<file path="src/rtl/srle_pkg.sv">
// Shared types, constants and character helpers for the S2 record line encoder.
// Used by the interfaces' users: srle_plan, srle_emit and the top level.
package srle_pkg;

    localparam int BPL_DEF = 32;
    localparam int LEN_W   = 25;
    localparam int OFF_W   = 24;
    localparam int SUM_W   = 32;

    localparam logic [LEN_W-1:0] LEN_ONE = 25'd1;
    localparam logic [LEN_W-1:0] LEN_MAX = 25'h100_0000;
    localparam logic [7:0] CNT_EXTRA = 8'd4;

    // ASCII codes
    localparam logic [7:0] CH_S     = 8'h53;
    localparam logic [7:0] CH_2     = 8'h32;
    localparam logic [7:0] CH_8     = 8'h38;
    localparam logic [7:0] CH_0     = 8'h30;
    localparam logic [7:0] CH_4     = 8'h34;
    localparam logic [7:0] CH_F     = 8'h46;
    localparam logic [7:0] CH_B     = 8'h42;
    localparam logic [7:0] CH_NL    = 8'h0a;
    localparam logic [7:0] CH_A_OFS = 8'h37;   // 'A' minus ten

    typedef enum logic [2:0] {
        PH_START,
        PH_HDR,
        PH_DATA,
        PH_TRL,
        PH_END
    } t_phase;

    typedef logic [3:0] t_idx;

    // Everything the serializer needs to print the text of one item
    typedef struct packed {
        logic             start;
        logic             hdr;
        logic             trl;
        logic             endr;
        logic [7:0]       cnt;
        logic [OFF_W-1:0] addr;
        logic [7:0]       data;
        logic [7:0]       cks;
        logic [SUM_W-1:0] sum;
    } t_job;

    function automatic logic [7:0] hex_char(input logic [3:0] nib);
        if (nib < 4'd10) begin
            hex_char = CH_0 + {4'd0, nib};
        end else begin
            hex_char = CH_A_OFS + {4'd0, nib};
        end
    endfunction

    // Fixed start / end record text, newline included
    function automatic logic [7:0] rec_char(input logic is_end, input t_idx idx);
        case (idx)
            4'd0:    rec_char = CH_S;
            4'd1:    rec_char = is_end ? CH_8 : CH_2;
            4'd3:    rec_char = CH_4;
            4'd10:   rec_char = CH_F;
            4'd11:   rec_char = CH_B;
            4'd12:   rec_char = CH_NL;
            default: rec_char = CH_0;
        endcase
    endfunction

    function automatic t_idx phase_last_idx(input t_phase ph);
        case (ph)
            PH_START: phase_last_idx = 4'd12;
            PH_HDR:   phase_last_idx = 4'd9;
            PH_DATA:  phase_last_idx = 4'd1;
            PH_TRL:   phase_last_idx = 4'd2;
            PH_END:   phase_last_idx = 4'd12;
            default:  phase_last_idx = 4'd0;
        endcase
    endfunction

endpackage

</file>
<file path="src/rtl/srle_if.sv">
// Valid/ready channel interfaces for the S2 record line encoder.
// Input channel carries raw bytes, output channel carries text characters.
interface srle_in_if;
    logic       valid;
    logic       ready;
    logic [7:0] data_byte;

    modport source (output valid, output data_byte, input ready);
    modport sink   (input valid, input data_byte, output ready);
endinterface

interface srle_out_if;
    logic        valid;
    logic        ready;
    logic [7:0]  text_char;
    logic        last_of_run;
    logic        image_done;
    logic [31:0] prom_sum;

    modport source (output valid, output text_char, output last_of_run,
                    output image_done, output prom_sum, input ready);
    modport sink   (input valid, input text_char, input last_of_run,
                    input image_done, input prom_sum, output ready);
endinterface

</file>
<file path="src/rtl/srle_plan.sv">
// Input stage: holds image position, line checksum and running sum, and
// turns each accepted byte into a print job. Depends on srle_pkg, srle_if.
module srle_plan import srle_pkg::*; #(
    parameter int BYTES_PER_LINE = BPL_DEF
) (
    input  logic             i_clk,
    input  logic             i_rst_n,
    input  logic             i_cfg_we,
    input  logic [LEN_W-1:0] i_cfg_wdata,
    srle_in_if.sink          i_in,
    input  logic             i_take,
    output logic             o_job_vld,
    output t_job             o_job
);

    localparam int LPW = (BYTES_PER_LINE > 1) ? $clog2(BYTES_PER_LINE) : 1;
    localparam logic [LPW-1:0]   LP_LAST = LPW'(BYTES_PER_LINE - 1);
    localparam logic [LEN_W-1:0] BPL_LEN = LEN_W'(BYTES_PER_LINE);

    logic [LEN_W-1:0] r_len;
    logic [OFF_W-1:0] r_off,  n_off;
    logic [LPW-1:0]   r_lpos, n_lpos;
    logic [7:0]       r_cks,  n_cks;
    logic [SUM_W-1:0] r_sum,  n_sum;
    logic             r_job_vld;
    t_job             r_job,  n_job;

    logic [LEN_W-1:0] len_eff, off_ext, rem, rem_c, next_off;
    logic [7:0]       cnt, hdr_sum;
    logic             first, hdr, ended, trl, acc;

    assign i_in.ready = !r_job_vld || i_take;
    assign acc        = i_in.valid && i_in.ready;

    always_comb begin
        if (r_len == '0) begin
            len_eff = LEN_ONE;
        end else if (r_len > LEN_MAX) begin
            len_eff = LEN_MAX;
        end else begin
            len_eff = r_len;
        end

        off_ext = {1'b0, r_off};
        first   = (r_off == '0);
        hdr     = (r_lpos == '0);

        // bytes left in the image, clipped to one line
        rem   = (len_eff > off_ext) ? (len_eff - off_ext) : LEN_ONE;
        rem_c = (rem > BPL_LEN) ? BPL_LEN : rem;
        cnt   = rem_c[7:0] + CNT_EXTRA;

        hdr_sum = cnt + r_off[23:16] + r_off[15:8] + r_off[7:0];
        n_cks   = (hdr ? hdr_sum : r_cks) + i_in.data_byte;
        n_sum   = (first ? '0 : r_sum) + {24'd0, i_in.data_byte};

        next_off = off_ext + LEN_ONE;
        ended    = (next_off >= len_eff);
        trl      = ended || (r_lpos == LP_LAST);

        n_off  = ended ? '0 : next_off[OFF_W-1:0];
        n_lpos = trl ? '0 : r_lpos + LPW'(1);

        n_job.start = first;
        n_job.hdr   = hdr;
        n_job.trl   = trl;
        n_job.endr  = ended;
        n_job.cnt   = cnt;
        n_job.addr  = r_off;
        n_job.data  = i_in.data_byte;
        n_job.cks   = ~n_cks;
        n_job.sum   = n_sum;
    end

    always_ff @(posedge i_clk) begin
        if (!i_rst_n) begin
            r_len     <= LEN_ONE;
            r_off     <= '0;
            r_lpos    <= '0;
            r_cks     <= '0;
            r_sum     <= '0;
            r_job_vld <= 1'b0;
        end else begin
            if (i_cfg_we) begin
                r_len <= i_cfg_wdata;
            end
            if (acc) begin
                r_off     <= n_off;
                r_lpos    <= n_lpos;
                r_cks     <= n_cks;
                r_sum     <= n_sum;
                r_job_vld <= 1'b1;
            end else if (i_take) begin
                r_job_vld <= 1'b0;
            end
        end
    end

    always_ff @(posedge i_clk) begin
        if (acc) begin
            r_job <= n_job;
        end
    end

    assign o_job_vld = r_job_vld;
    assign o_job     = r_job;

endmodule

</file>
<file path="src/rtl/srle_emit.sv">
// Character serializer: walks the record phases of a job and feeds the output
// register one character per cycle while ready. Depends on srle_pkg, srle_if.
module srle_emit import srle_pkg::*; (
    input  logic       i_clk,
    input  logic       i_rst_n,
    input  logic       i_job_vld,
    input  t_job       i_job,
    output logic       o_take,
    srle_out_if.source o_out
);

    logic             r_busy;
    t_job             r_cur;
    t_phase           r_ph,  n_ph;
    t_idx             r_idx, n_idx;
    logic             r_ovld;
    logic [7:0]       r_char, n_char;
    logic             r_last;
    logic             r_done;
    logic [SUM_W-1:0] r_psum;

    logic adv, emit, ph_end, cur_last;

    assign adv    = !r_ovld || o_out.ready;
    assign emit   = adv && r_busy;
    assign ph_end = (r_idx == phase_last_idx(r_ph));

    always_comb begin
        cur_last = 1'b0;
        case (r_ph)
            PH_DATA: cur_last = (r_idx == 4'd1) && !r_cur.trl && !r_cur.endr;
            PH_TRL:  cur_last = (r_idx == 4'd2) && !r_cur.endr;
            PH_END:  cur_last = (r_idx == 4'd12);
            default: cur_last = 1'b0;
        endcase
    end

    // load a job when idle, or in the cycle the last character is printed
    assign o_take = i_job_vld && (!r_busy || (emit && cur_last));

    always_comb begin
        case (r_ph)
            PH_START: n_char = rec_char(1'b0, r_idx);
            PH_END:   n_char = rec_char(1'b1, r_idx);
            PH_HDR: begin
                case (r_idx)
                    4'd0:    n_char = CH_S;
                    4'd1:    n_char = CH_2;
                    4'd2:    n_char = hex_char(r_cur.cnt[7:4]);
                    4'd3:    n_char = hex_char(r_cur.cnt[3:0]);
                    4'd4:    n_char = hex_char(r_cur.addr[23:20]);
                    4'd5:    n_char = hex_char(r_cur.addr[19:16]);
                    4'd6:    n_char = hex_char(r_cur.addr[15:12]);
                    4'd7:    n_char = hex_char(r_cur.addr[11:8]);
                    4'd8:    n_char = hex_char(r_cur.addr[7:4]);
                    default: n_char = hex_char(r_cur.addr[3:0]);
                endcase
            end
            PH_DATA: n_char = (r_idx == 4'd0) ? hex_char(r_cur.data[7:4])
                                              : hex_char(r_cur.data[3:0]);
            PH_TRL: begin
                case (r_idx)
                    4'd0:    n_char = hex_char(r_cur.cks[7:4]);
                    4'd1:    n_char = hex_char(r_cur.cks[3:0]);
                    default: n_char = CH_NL;
                endcase
            end
            default: n_char = CH_NL;
        endcase
    end

    always_comb begin
        n_ph  = r_ph;
        n_idx = r_idx + 4'd1;
        if (ph_end) begin
            n_idx = '0;
            case (r_ph)
                PH_START: n_ph = r_cur.hdr ? PH_HDR : PH_DATA;
                PH_HDR:   n_ph = PH_DATA;
                PH_DATA:  n_ph = r_cur.trl ? PH_TRL : PH_END;
                PH_TRL:   n_ph = PH_END;
                default:  n_ph = r_ph;
            endcase
        end
    end

    always_ff @(posedge i_clk) begin
        if (!i_rst_n) begin
            r_busy <= 1'b0;
            r_ph   <= PH_DATA;
            r_idx  <= '0;
            r_ovld <= 1'b0;
        end else begin
            if (o_take) begin
                r_busy <= 1'b1;
                r_ph   <= i_job.start ? PH_START : (i_job.hdr ? PH_HDR : PH_DATA);
                r_idx  <= '0;
            end else if (emit && cur_last) begin
                r_busy <= 1'b0;
            end else if (emit) begin
                r_ph   <= n_ph;
                r_idx  <= n_idx;
            end

            if (emit) begin
                r_ovld <= 1'b1;
            end else if (o_out.ready) begin
                r_ovld <= 1'b0;
            end
        end
    end

    always_ff @(posedge i_clk) begin
        if (o_take) begin
            r_cur <= i_job;
        end
        if (emit) begin
            r_char <= n_char;
            r_last <= cur_last;
            r_done <= cur_last && r_cur.endr;
            r_psum <= r_cur.sum;
        end
    end

    assign o_out.valid       = r_ovld;
    assign o_out.text_char   = r_char;
    assign o_out.last_of_run = r_last;
    assign o_out.image_done  = r_done;
    assign o_out.prom_sum    = r_psum;

    a_hdr_phase: assert property (@(posedge i_clk) disable iff (!i_rst_n)
        (r_busy && r_ph == PH_HDR) |-> r_cur.hdr)
        else $error("header phase on a job without header");

    a_start_phase: assert property (@(posedge i_clk) disable iff (!i_rst_n)
        (r_busy && r_ph == PH_START) |-> r_cur.start)
        else $error("start record on a job that does not open an image");

    a_end_phase: assert property (@(posedge i_clk) disable iff (!i_rst_n)
        (r_busy && r_ph == PH_END) |-> r_cur.endr)
        else $error("end record on a job that does not close the image");

    a_idx_range: assert property (@(posedge i_clk) disable iff (!i_rst_n)
        r_busy |-> (r_idx <= phase_last_idx(r_ph)))
        else $error("character index past end of phase");

    a_done_last: assert property (@(posedge i_clk) disable iff (!i_rst_n)
        (r_ovld && r_done) |-> r_last)
        else $error("image done flagged on a character that is not the last of its item");

endmodule

</file>
<file path="src/rtl/srecord_s2_line_encoder.sv">
// S2 record line encoder top level: byte in, ASCII S-record text out.
// An item passes the plan job register and the emit job register to the output.
// Throughput: one character per cycle while the output is ready; an item prints 2
// to 41 characters (data digits, plus header, trailer, start/end records if due).
// A one-deep job register lets the next byte be accepted while text is printing.
// Reset (synchronous, active low) clears position, sums and handshakes; length = 1.
module srecord_s2_line_encoder import srle_pkg::*; #(
    parameter int BYTES_PER_LINE = BPL_DEF
) (
    input  logic             i_clk,
    input  logic             i_rst_n,
    input  logic             i_cfg_we,
    input  logic [LEN_W-1:0] i_cfg_wdata,
    srle_in_if.sink          i_in,
    srle_out_if.source       o_out
);

    logic job_vld;
    logic take;
    t_job job;

    srle_plan #(
        .BYTES_PER_LINE (BYTES_PER_LINE)
    ) u_plan (
        .i_clk       (i_clk),
        .i_rst_n     (i_rst_n),
        .i_cfg_we    (i_cfg_we),
        .i_cfg_wdata (i_cfg_wdata),
        .i_in        (i_in),
        .i_take      (take),
        .o_job_vld   (job_vld),
        .o_job       (job)
    );

    srle_emit u_emit (
        .i_clk     (i_clk),
        .i_rst_n   (i_rst_n),
        .i_job_vld (job_vld),
        .i_job     (job),
        .o_take    (take),
        .o_out     (o_out)
    );

endmodule

</file>
<file path="src/flat_wrapper.sv">
// flat-port wrapper written by rule: the top's interface ports become plain ports
module srecord_s2_line_encoder_flat import srle_pkg::*;
#(
    parameter int BYTES_PER_LINE = BPL_DEF
)
  (i_clk, i_rst_n, i_cfg_we, i_cfg_wdata, i_in_valid, i_in_data_byte, i_in_ready, o_out_valid, o_out_text_char, o_out_last_of_run, o_out_image_done, o_out_prom_sum, o_out_ready);
  srle_in_if i_in_i ();
  srle_out_if o_out_i ();
  input  logic i_clk;
  input  logic i_rst_n;
  input  logic i_cfg_we;
  input  logic [LEN_W-1:0] i_cfg_wdata;
  input wire logic [$bits(i_in_i.valid)-1:0] i_in_valid;
  input wire logic [$bits(i_in_i.data_byte)-1:0] i_in_data_byte;
  output wire logic [$bits(i_in_i.ready)-1:0] i_in_ready;
  output wire logic [$bits(o_out_i.valid)-1:0] o_out_valid;
  output wire logic [$bits(o_out_i.text_char)-1:0] o_out_text_char;
  output wire logic [$bits(o_out_i.last_of_run)-1:0] o_out_last_of_run;
  output wire logic [$bits(o_out_i.image_done)-1:0] o_out_image_done;
  output wire logic [$bits(o_out_i.prom_sum)-1:0] o_out_prom_sum;
  input wire logic [$bits(o_out_i.ready)-1:0] o_out_ready;
  assign i_in_i.valid = i_in_valid;
  assign i_in_i.data_byte = i_in_data_byte;
  assign i_in_ready = i_in_i.ready;
  assign o_out_valid = o_out_i.valid;
  assign o_out_text_char = o_out_i.text_char;
  assign o_out_last_of_run = o_out_i.last_of_run;
  assign o_out_image_done = o_out_i.image_done;
  assign o_out_prom_sum = o_out_i.prom_sum;
  assign o_out_i.ready = o_out_ready;
  srecord_s2_line_encoder #(.BYTES_PER_LINE(BYTES_PER_LINE)) u_core (.i_clk(i_clk), .i_rst_n(i_rst_n), .i_cfg_we(i_cfg_we), .i_cfg_wdata(i_cfg_wdata), .i_in(i_in_i), .o_out(o_out_i));
endmodule
</file>
<file path="config.mk">
export PLATFORM = sky130hd
export DESIGN_NAME = srecord_s2_line_encoder_flat
export DESIGN_NICKNAME = d
export VERILOG_FILES = /design/src/rtl/srle_pkg.sv /design/src/rtl/srle_if.sv /design/src/rtl/srle_plan.sv /design/src/rtl/srle_emit.sv /design/src/rtl/srecord_s2_line_encoder.sv /design/src/flat_wrapper.sv
export SDC_FILE = /design/constraint.sdc
export NUM_CORES = 1
export LEC_CHECK = 0
export BUFFER_PORTS_ARGS = -buffer_cell sky130_fd_sc_hd__buf_2
export CAP_MARGIN = 20
export CORE_UTILIZATION = 62
export CTS_CLUSTER_SIZE = 12
export DETAILED_ROUTE_END_ITERATION = 12
export PLACE_DENSITY = 0.8
export SYNTH_ARGS = -nofsm -noshare
export SYNTH_HDL_FRONTEND = slang
export SYNTH_SLANG_ARGS = --single-unit
</file>
<file path="constraint.sdc">
create_clock -name i_clk -period 9.5 [get_ports i_clk]
set_input_delay 2.85 -clock i_clk [delete_from_list [all_inputs] [get_ports i_clk]]
set_output_delay 2.85 -clock i_clk [all_outputs]
set_load 0.05 [all_outputs]
</file>
Word level (Yosys, flattened, before mapping)
Index checks and enable logic that the tools add are counted.
Word-level totals
  register bits after elaboration: 313
  input port bits: 38
  output and inout port bits: 44
  word-level logic and storage cells: 178
Cells by class
  add/sub/neg operators: 34
  $lt $le $gt $ge: 16
  eq/ne operators: 18
  mux-type cells: 44
  bitwise operators: 3
  reductions and logical operators: 32
Operators with widths (number)
  6-bit by 4-bit adder with 7-bit output (first input constant): 24
  7-bit two-way mux: 12
  7-bit one-hot mux with 6 select lines: 2
  25-bit two-way mux: 3
  7-bit one-hot mux with 9 select lines: 1
  4-bit less-than comparator (second input constant): 12
  8-bit one-hot mux with 5 select lines: 1
  32-bit by 8-bit adder with 32-bit output: 1
  8-bit adder: 4
  32-bit two-way mux: 1
  24-bit by 1-bit adder with 25-bit output (second input constant): 1
  25-bit greater-or-equal comparator: 1
  25-bit by 24-bit > comparator with 1-bit output: 1
  25-bit > comparator (second input constant): 1
  25-bit by 6-bit > comparator with 1-bit output (second input constant): 1
  25-bit zero test: 1
  25-bit by 24-bit subtractor with 25-bit output: 1
  24-bit zero test: 1
  24-bit two-way mux: 1
  8-bit two-way mux: 3
  4-bit by 3-bit == test with 1-bit output (second input constant): 4
  4-bit == test (second input constant): 4
  4-bit one-hot mux with 4 select lines: 1
  8-bit one-hot mux with 2 select lines: 1
  other kinds (31): 64

Longest topological paths before layout
  depth in word-level cells: 14
  depth in mapped cells: 33
  gate-level depth less buffers: 32

Modules after synthesis
A second synthesis with hierarchy kept.
Unflattened totals
  cell total of the unflattened synthesis: 1682
  area, all modules: 16980.0 sq um
Modules (own cells, without submodules)
  srle_plan: instances 1, cells an instance 1179, area each 10767.8 sq um, seq. area each 4424.2 sq um
  srle_emit: instances 1, cells an instance 503, area each 6212.2 sq um, seq. area each 3903.7 sq um

Worst setup path before layout
OpenSTA, ideal clock, no wires.
  kind: reg-to-reg
  start point: register u_core.u_plan.r_len[18]
  end point: register u_core.u_plan.r_cks[7]
  setup time: 0.120 ns
  arrival time: 7.306 ns
  required time: 9.380 ns
  slack: 2.075 ns
  cell stages (with the launch flop): 32
  buffers on the path: 2
  period minus slack after synthesis: 7.425 ns
  cell sequence: dfxtp_1 -> nor4_1 -> nand4_1 -> o21ai_1 -> clkbuf_1 -> nand2_1 -> inv_1 -> ha_1 -> nor2b_4 -> o31a_1 -> o311a_4 -> o31a_4 -> a311oi_4 -> xnor2_1 -> or4_1 -> or4_1 -> buf_2 -> or3_1 -> fa_1 -> ha_1 -> a21o_1 -> a21o_1 -> a21oi_1 -> nor2_1 -> nor2_1 -> xor2_1 -> o21ai_0 -> ha_1 -> nand2_1 -> o21ai_0 -> nor3_1 -> a211o_1
Between the ends
  longest elaborated chain between the ends: 13
  elaborated cells between the ends (all ways): 15
  classes of those cells: add/sub: 6; order compare: 3; mux: 5; reduce/logical: 1
Ends and longest elaborated chain
  start, declared: line srle_plan.sv:20  | logic [LEN_W-1:0] r_len;
  start signal, assigned: line srle_plan.sv:85  | r_len <= i_cfg_wdata;
  25-bit > comparator: line srle_plan.sv:38  | end else if (r_len > LEN_MAX) begin
  25-bit two-way mux: line srle_plan.sv:38
  25-bit two-way mux *: line srle_plan.sv:36  | if (r_len == '0) begin
  25-bit by 24-bit subtractor with 25-bit output or 25-bit by 24-bit > comparator with 1-bit output (tied branches): line srle_plan.sv:49  | rem = (len_eff > off_ext) ? (len_eff - off_ext) : LEN_ONE;
  25-bit two-way mux *: line srle_plan.sv:49
  25-bit by 6-bit > comparator with 1-bit output: line srle_plan.sv:50  | rem_c = (rem > BPL_LEN) ? BPL_LEN : rem;
  8-bit two-way mux *: line srle_plan.sv:50
  8-bit by 3-bit adder with 8-bit output *: line srle_plan.sv:51  | cnt = rem_c[7:0] + CNT_EXTRA;
  via u_core.u_plan.cnt[2]: line srle_plan.sv:29  | logic [7:0] cnt, hdr_sum;
  8-bit adder * (3 in a row): line srle_plan.sv:53  | hdr_sum = cnt + r_off[23:16] + r_off[15:8] + r_off[7:0];
  8-bit two-way mux *: line srle_plan.sv:54  | n_cks = (hdr ? hdr_sum : r_cks) + i_in.data_byte;
  8-bit adder *: line srle_plan.sv:54
  end signal, assigned: line srle_plan.sv:90  | r_cks <= n_cks;
  end, declared: line srle_plan.sv:23  | logic [7:0] r_cks, n_cks;
The timed path passes the listed nets; every way through them passes the cells marked *.
A chain may end at the register's enable or synchronous reset.

Final worst setup path
  start point: register u_core.u_plan.r_len[0]
  end point: register u_core.u_plan.r_cks[7]
Same word-level chain as after synthesis.

==> summary.md <==
| Metric | Value |
|---|---|
| Status | `complete, no violations` |
| Final Cell Area | `18,700 µm²` |
| CP Launch Point | `u_core.u_plan.r_len[0]$_SDFFE_PN1P_` |
| Synth async-reset ratio | `0%` |
| Max Freq | `116 MHz` |
| HP Class | `reg -> reg` |
| DRT antenna net count | `0` |
| Crit start category | `flip-flop` |
| CP Max Fanout | `16` |
| Placed instance area | `17,700 µm²` |
| Gpl congestion | `0.984` |
| Crit-path slowest cell | `o21ai_1` |
| Met1 Use GR | `39.4%` |
| FF/Latch Area | `8330 µm²` |
| Initial core utilization | `63.3%` |
| Post-Place Cells | `2,095` |
| Pins over their slew limit | `0` |
| DRT Wirelength | `40.6 mm` |
| Vias in the first global route | `12,800` |
| Cell repeated most along the worst path | `ha_1` |
| Pint | `2.42 mW` |
| Core area | `27,000 µm²` |
| FF-to-FF End | `u_core.u_plan.r_cks[7]$_SDFFE_PN0P_` |
| Post-layout min period | `8.60 ns` |
| Hold_buf cts | `0` |
| Post-route clock skew | `0.0121 ns` |
| Type of the worst setup path | `reg -> reg` |
| CTS tree | `built` |
| Vias/cell | `6.19` |
| Sequential fraction of the synthesis area | `48.8%` |
| Largest net degree at the start of global routing | `71` |
| Clock sinks | `312` |
| Hold Crit Start | `u_core.u_plan.o_job[79]$_DFFE_PP_` |
| Gate Count Post-Synth | `1,734` |
| Reg power frac | `47.8%` |
| #FFs+latches synth | `312` |
| Post-CTS sizing | `0` |
| Peak VDD IR | `0.165 mV` |
| Worst slew margin | `27.9%` |
| Crit path capture | `u_core.u_plan.r_cks[7]$_SDFFE_PN0P_` |
| Final period utilization | `90.5%` |
| Largest stage delay, worst path | `0.83 ns` |
| Die ar. | `28,200 µm²` |
| GRT Total Usage | `29.2%` |
| Area of the multi-input gates | `8040 µm²` |
| Gate power share | `15.8%` |
| Lkg Pwr | `7.48 nW` |
| Most common cell after layout, fill and taps aside | `edfxtp_1` |
| Required time of the critical path | `9.90 ns` |
| DRT iter0 DRCs | `1,235` |
| DR WL/cell | `18.8 µm` |
| Max cap viols | `0` |
| Setup_tns | `0 ns` |
| IO Count | `82` |
| Reg2reg setup slack | `0.90 ns` |
| Clk Latency, worst-skew pair | `0.51 ns` |
| Final HPWL DP | `28.9 mm` |
| Synth cell types | `79` |
| Root buf cell | `clkbuf_16` |
| CP endpoint kind | `flip-flop` |
| Die Y | `168 µm` |
| Pre-antenna DRT Iters | `6` |
| Ratio of cells with drive above 1 in the final layout | `8.93%` |
| Post-synth EDFFs | `208` |
| Final-report hold violation count | `0` |
| Post-route non-filler standard cell count | `2,157` |
| Fillers | `2,018` |
| # rows | `60` |
| Layout area overhead | `9.77%` |
| Htree depth | `2` |
| Pwr dens | `177 nW/µm²` |
| Final setup vio count | `0` |
| Via count | `13,400` |
| Maximum clock path buffer count | `3` |
| GR Util met2 | `48.1%` |
| Sw frac | `27.2%` |
| Worst reg-to-reg path cell count | `29` |
| Commonest cells after routing, fill and taps aside | `edfxtp_1, nand2_1, nor2_1, a21oi_1, inv_1` |
| Synth Cell Area | `17,100 µm²` |
| RSZ-0062 raised after global routing | `false` |
| Mean Syn Cell Area | `9.83 µm²` |
| Buffers on Ports | `80` |
| Clock slew at reported path FFs | `0.06 ns` |
| Final net count | `1,937` |
| Clock share of power | `36.4%` |
| Net Sw Power | `0.902 mW` |
| GRT busiest layer | `met2` |
| R2R Path Start | `u_core.u_plan.r_len[0]$_SDFFE_PN1P_` |
| Post-CTS setup buffer count | `0` |
| Post-route DRC | `0` |
| Top FF cell, synth | `edfxtp_1` |
| Worst-Margin Slew | `1.08 ns` |
| Synth warn | `0` |
| CTS Buf Count | `34` |
| Die X | `168 µm` |
| Total gr overflow | `0` |
| Met3 usage | `4.75%` |
| Wire length of the first global-routing pass | `65.0 mm` |
| Initial antenna violation count | `3` |
| Arr. time, crit path | `8.99 ns` |
| Finished Core Util | `69.5%` |
## power by group through the flow
stage / Combinational [mW] / Clock, mW / Sequential (mW)
3_3_place_gp: 0.500 / 0 / 1.61
5_1_grt: 0.573 / 1.28 / 1.60
3_5_place_dp: 0.513 / 0 / 1.62
4_1_cts: 0.517 / 1.23 / 1.59
6_report: 0.523 / 1.21 / 1.59
2_1_floorplan: 0.356 / 0 / 1.64
## flip-flops by register name (all words and copies together) (netlist names), 5 cells and up
register and cells:
u_core.u_emit.o_out.text_char 7, u_core.u_plan.o_job 84, u_core.u_emit.r_cur 83, u_core.u_emit.o_out.prom_sum 32
u_core.u_plan.r_cks 8, u_core.u_plan.r_off 24, u_core.u_plan.r_sum 32, u_core.u_plan.r_lpos 5
u_core.u_plan.r_len 25
## worst min path at each step
stage | endpoint | slack (ns) | cells after the start
global route | u_core.u_emit.r_cur[13]$_DFFE_PP_ | 0.42 | 0
detailed placement | u_core.u_emit.r_cur[17]$_DFFE_PP_ | 0.40 | 0
CTS | u_core.u_emit.r_cur[79]$_DFFE_PP_ | 0.41 | 0
global placement | u_core.u_emit.r_cur[2]$_DFFE_PP_ | 0.40 | 0
finish | u_core.u_emit.r_cur[79]$_DFFE_PP_ | 0.41 | 0
floorplan | u_core.u_emit.o_out.prom_sum[0]$_DFFE_PP_ | 0.40 | 0
## area by class of cell
cell class              count  area share (%)
well taps                 341            2.28
multi-input cells        1238            42.9
flip-flops and latches    312            44.5
clock buffers              49            5.01
repair buffers             91            2.58
inverters                 113            2.28
clock inverters            12           0.401
diodes                      1          0.0134
## per-stage QoR
stage	total power, mW	hold slack (ns)	setup WS (ns)
after floorplan	1.99	0.400	2.07
after global placement	2.11	0.402	1.33
after detailed placement	2.13	0.405	1.01
after CTS	3.33	0.411	0.951
after global routing	3.45	0.416	0.448
final	3.32	0.405	0.902
## cells by family after synthesis
family                     count (synthesis)  synth area share [%]
DFF                                      312                  48.8
and+or+nand+nor                          614                  17.3
other                                      1                0.0220
xor gates and xnor gates                 102                  5.24
AOI/OAI and AO/OA                        379                  13.9
buffers and inverters                    187                  4.16
adders and majority gates                110                  8.81
muxes                                     29                  1.71
## layer usage
| layer | up-vias | share of wire (%) |
|---|---|---|
| li1 | 6350 | - |
| met2 | 536 | 47 |
| met1 | 6382 | 42 |
| met3 | 93 | 7.8 |
| met5 | - | 0 |
| met4 | 0 | 2.8 |
## critical path: cells and delay by family, from the launching register on
kind                       cells  cell delay, ns
buffers and inverters          1            0.16
DFF                            1            0.33
AOI/OAI and AO/OA             11            3.46
adders and majority gates      4            1.49
xor gates and xnor gates       2            0.23
and+or+nand+nor               11            2.81
## Yosys cell counts, drive strengths merged, types with 5 or more instances
cell | count | area, µm²
nand2b | 12 | 75.1
buf | 11 | 47.6
or3 | 15 | 93.8
nor3 | 41 | 205
and3 | 30 | 188
nand2 | 192 | 721
or2 | 10 | 62.6
o22ai | 14 | 87.6
nand3 | 53 | 265
ha | 92 | 1150
nor4 | 19 | 119
xnor2 | 72 | 631
o211ai | 9 | 67.6
nor3b | 5 | 37.5
a2bb2oi | 7 | 61.3
inv | 112 | 420
and2 | 20 | 125
fa | 17 | 340
o21a | 10 | 75.1
a21boi | 6 | 45.1
a21oi | 118 | 591
edfxtp | 208 | 6250
a31oi | 19 | 119
nor2 | 143 | 537
clkbuf | 63 | 238
a211oi | 23 | 173
or4 | 5 | 37.5
dfxtp | 104 | 2080
mux2i | 28 | 280
a22oi | 6 | 45.0
o31ai | 6 | 45.0
a2111oi | 5 | 43.8
xor2 | 30 | 263
a21o | 18 | 135
o21bai | 6 | 45.0
nand4 | 26 | 163
nor2b | 24 | 160
o21ai | 97 | 485
Note: power is estimated with default switching activity, not from simulation.
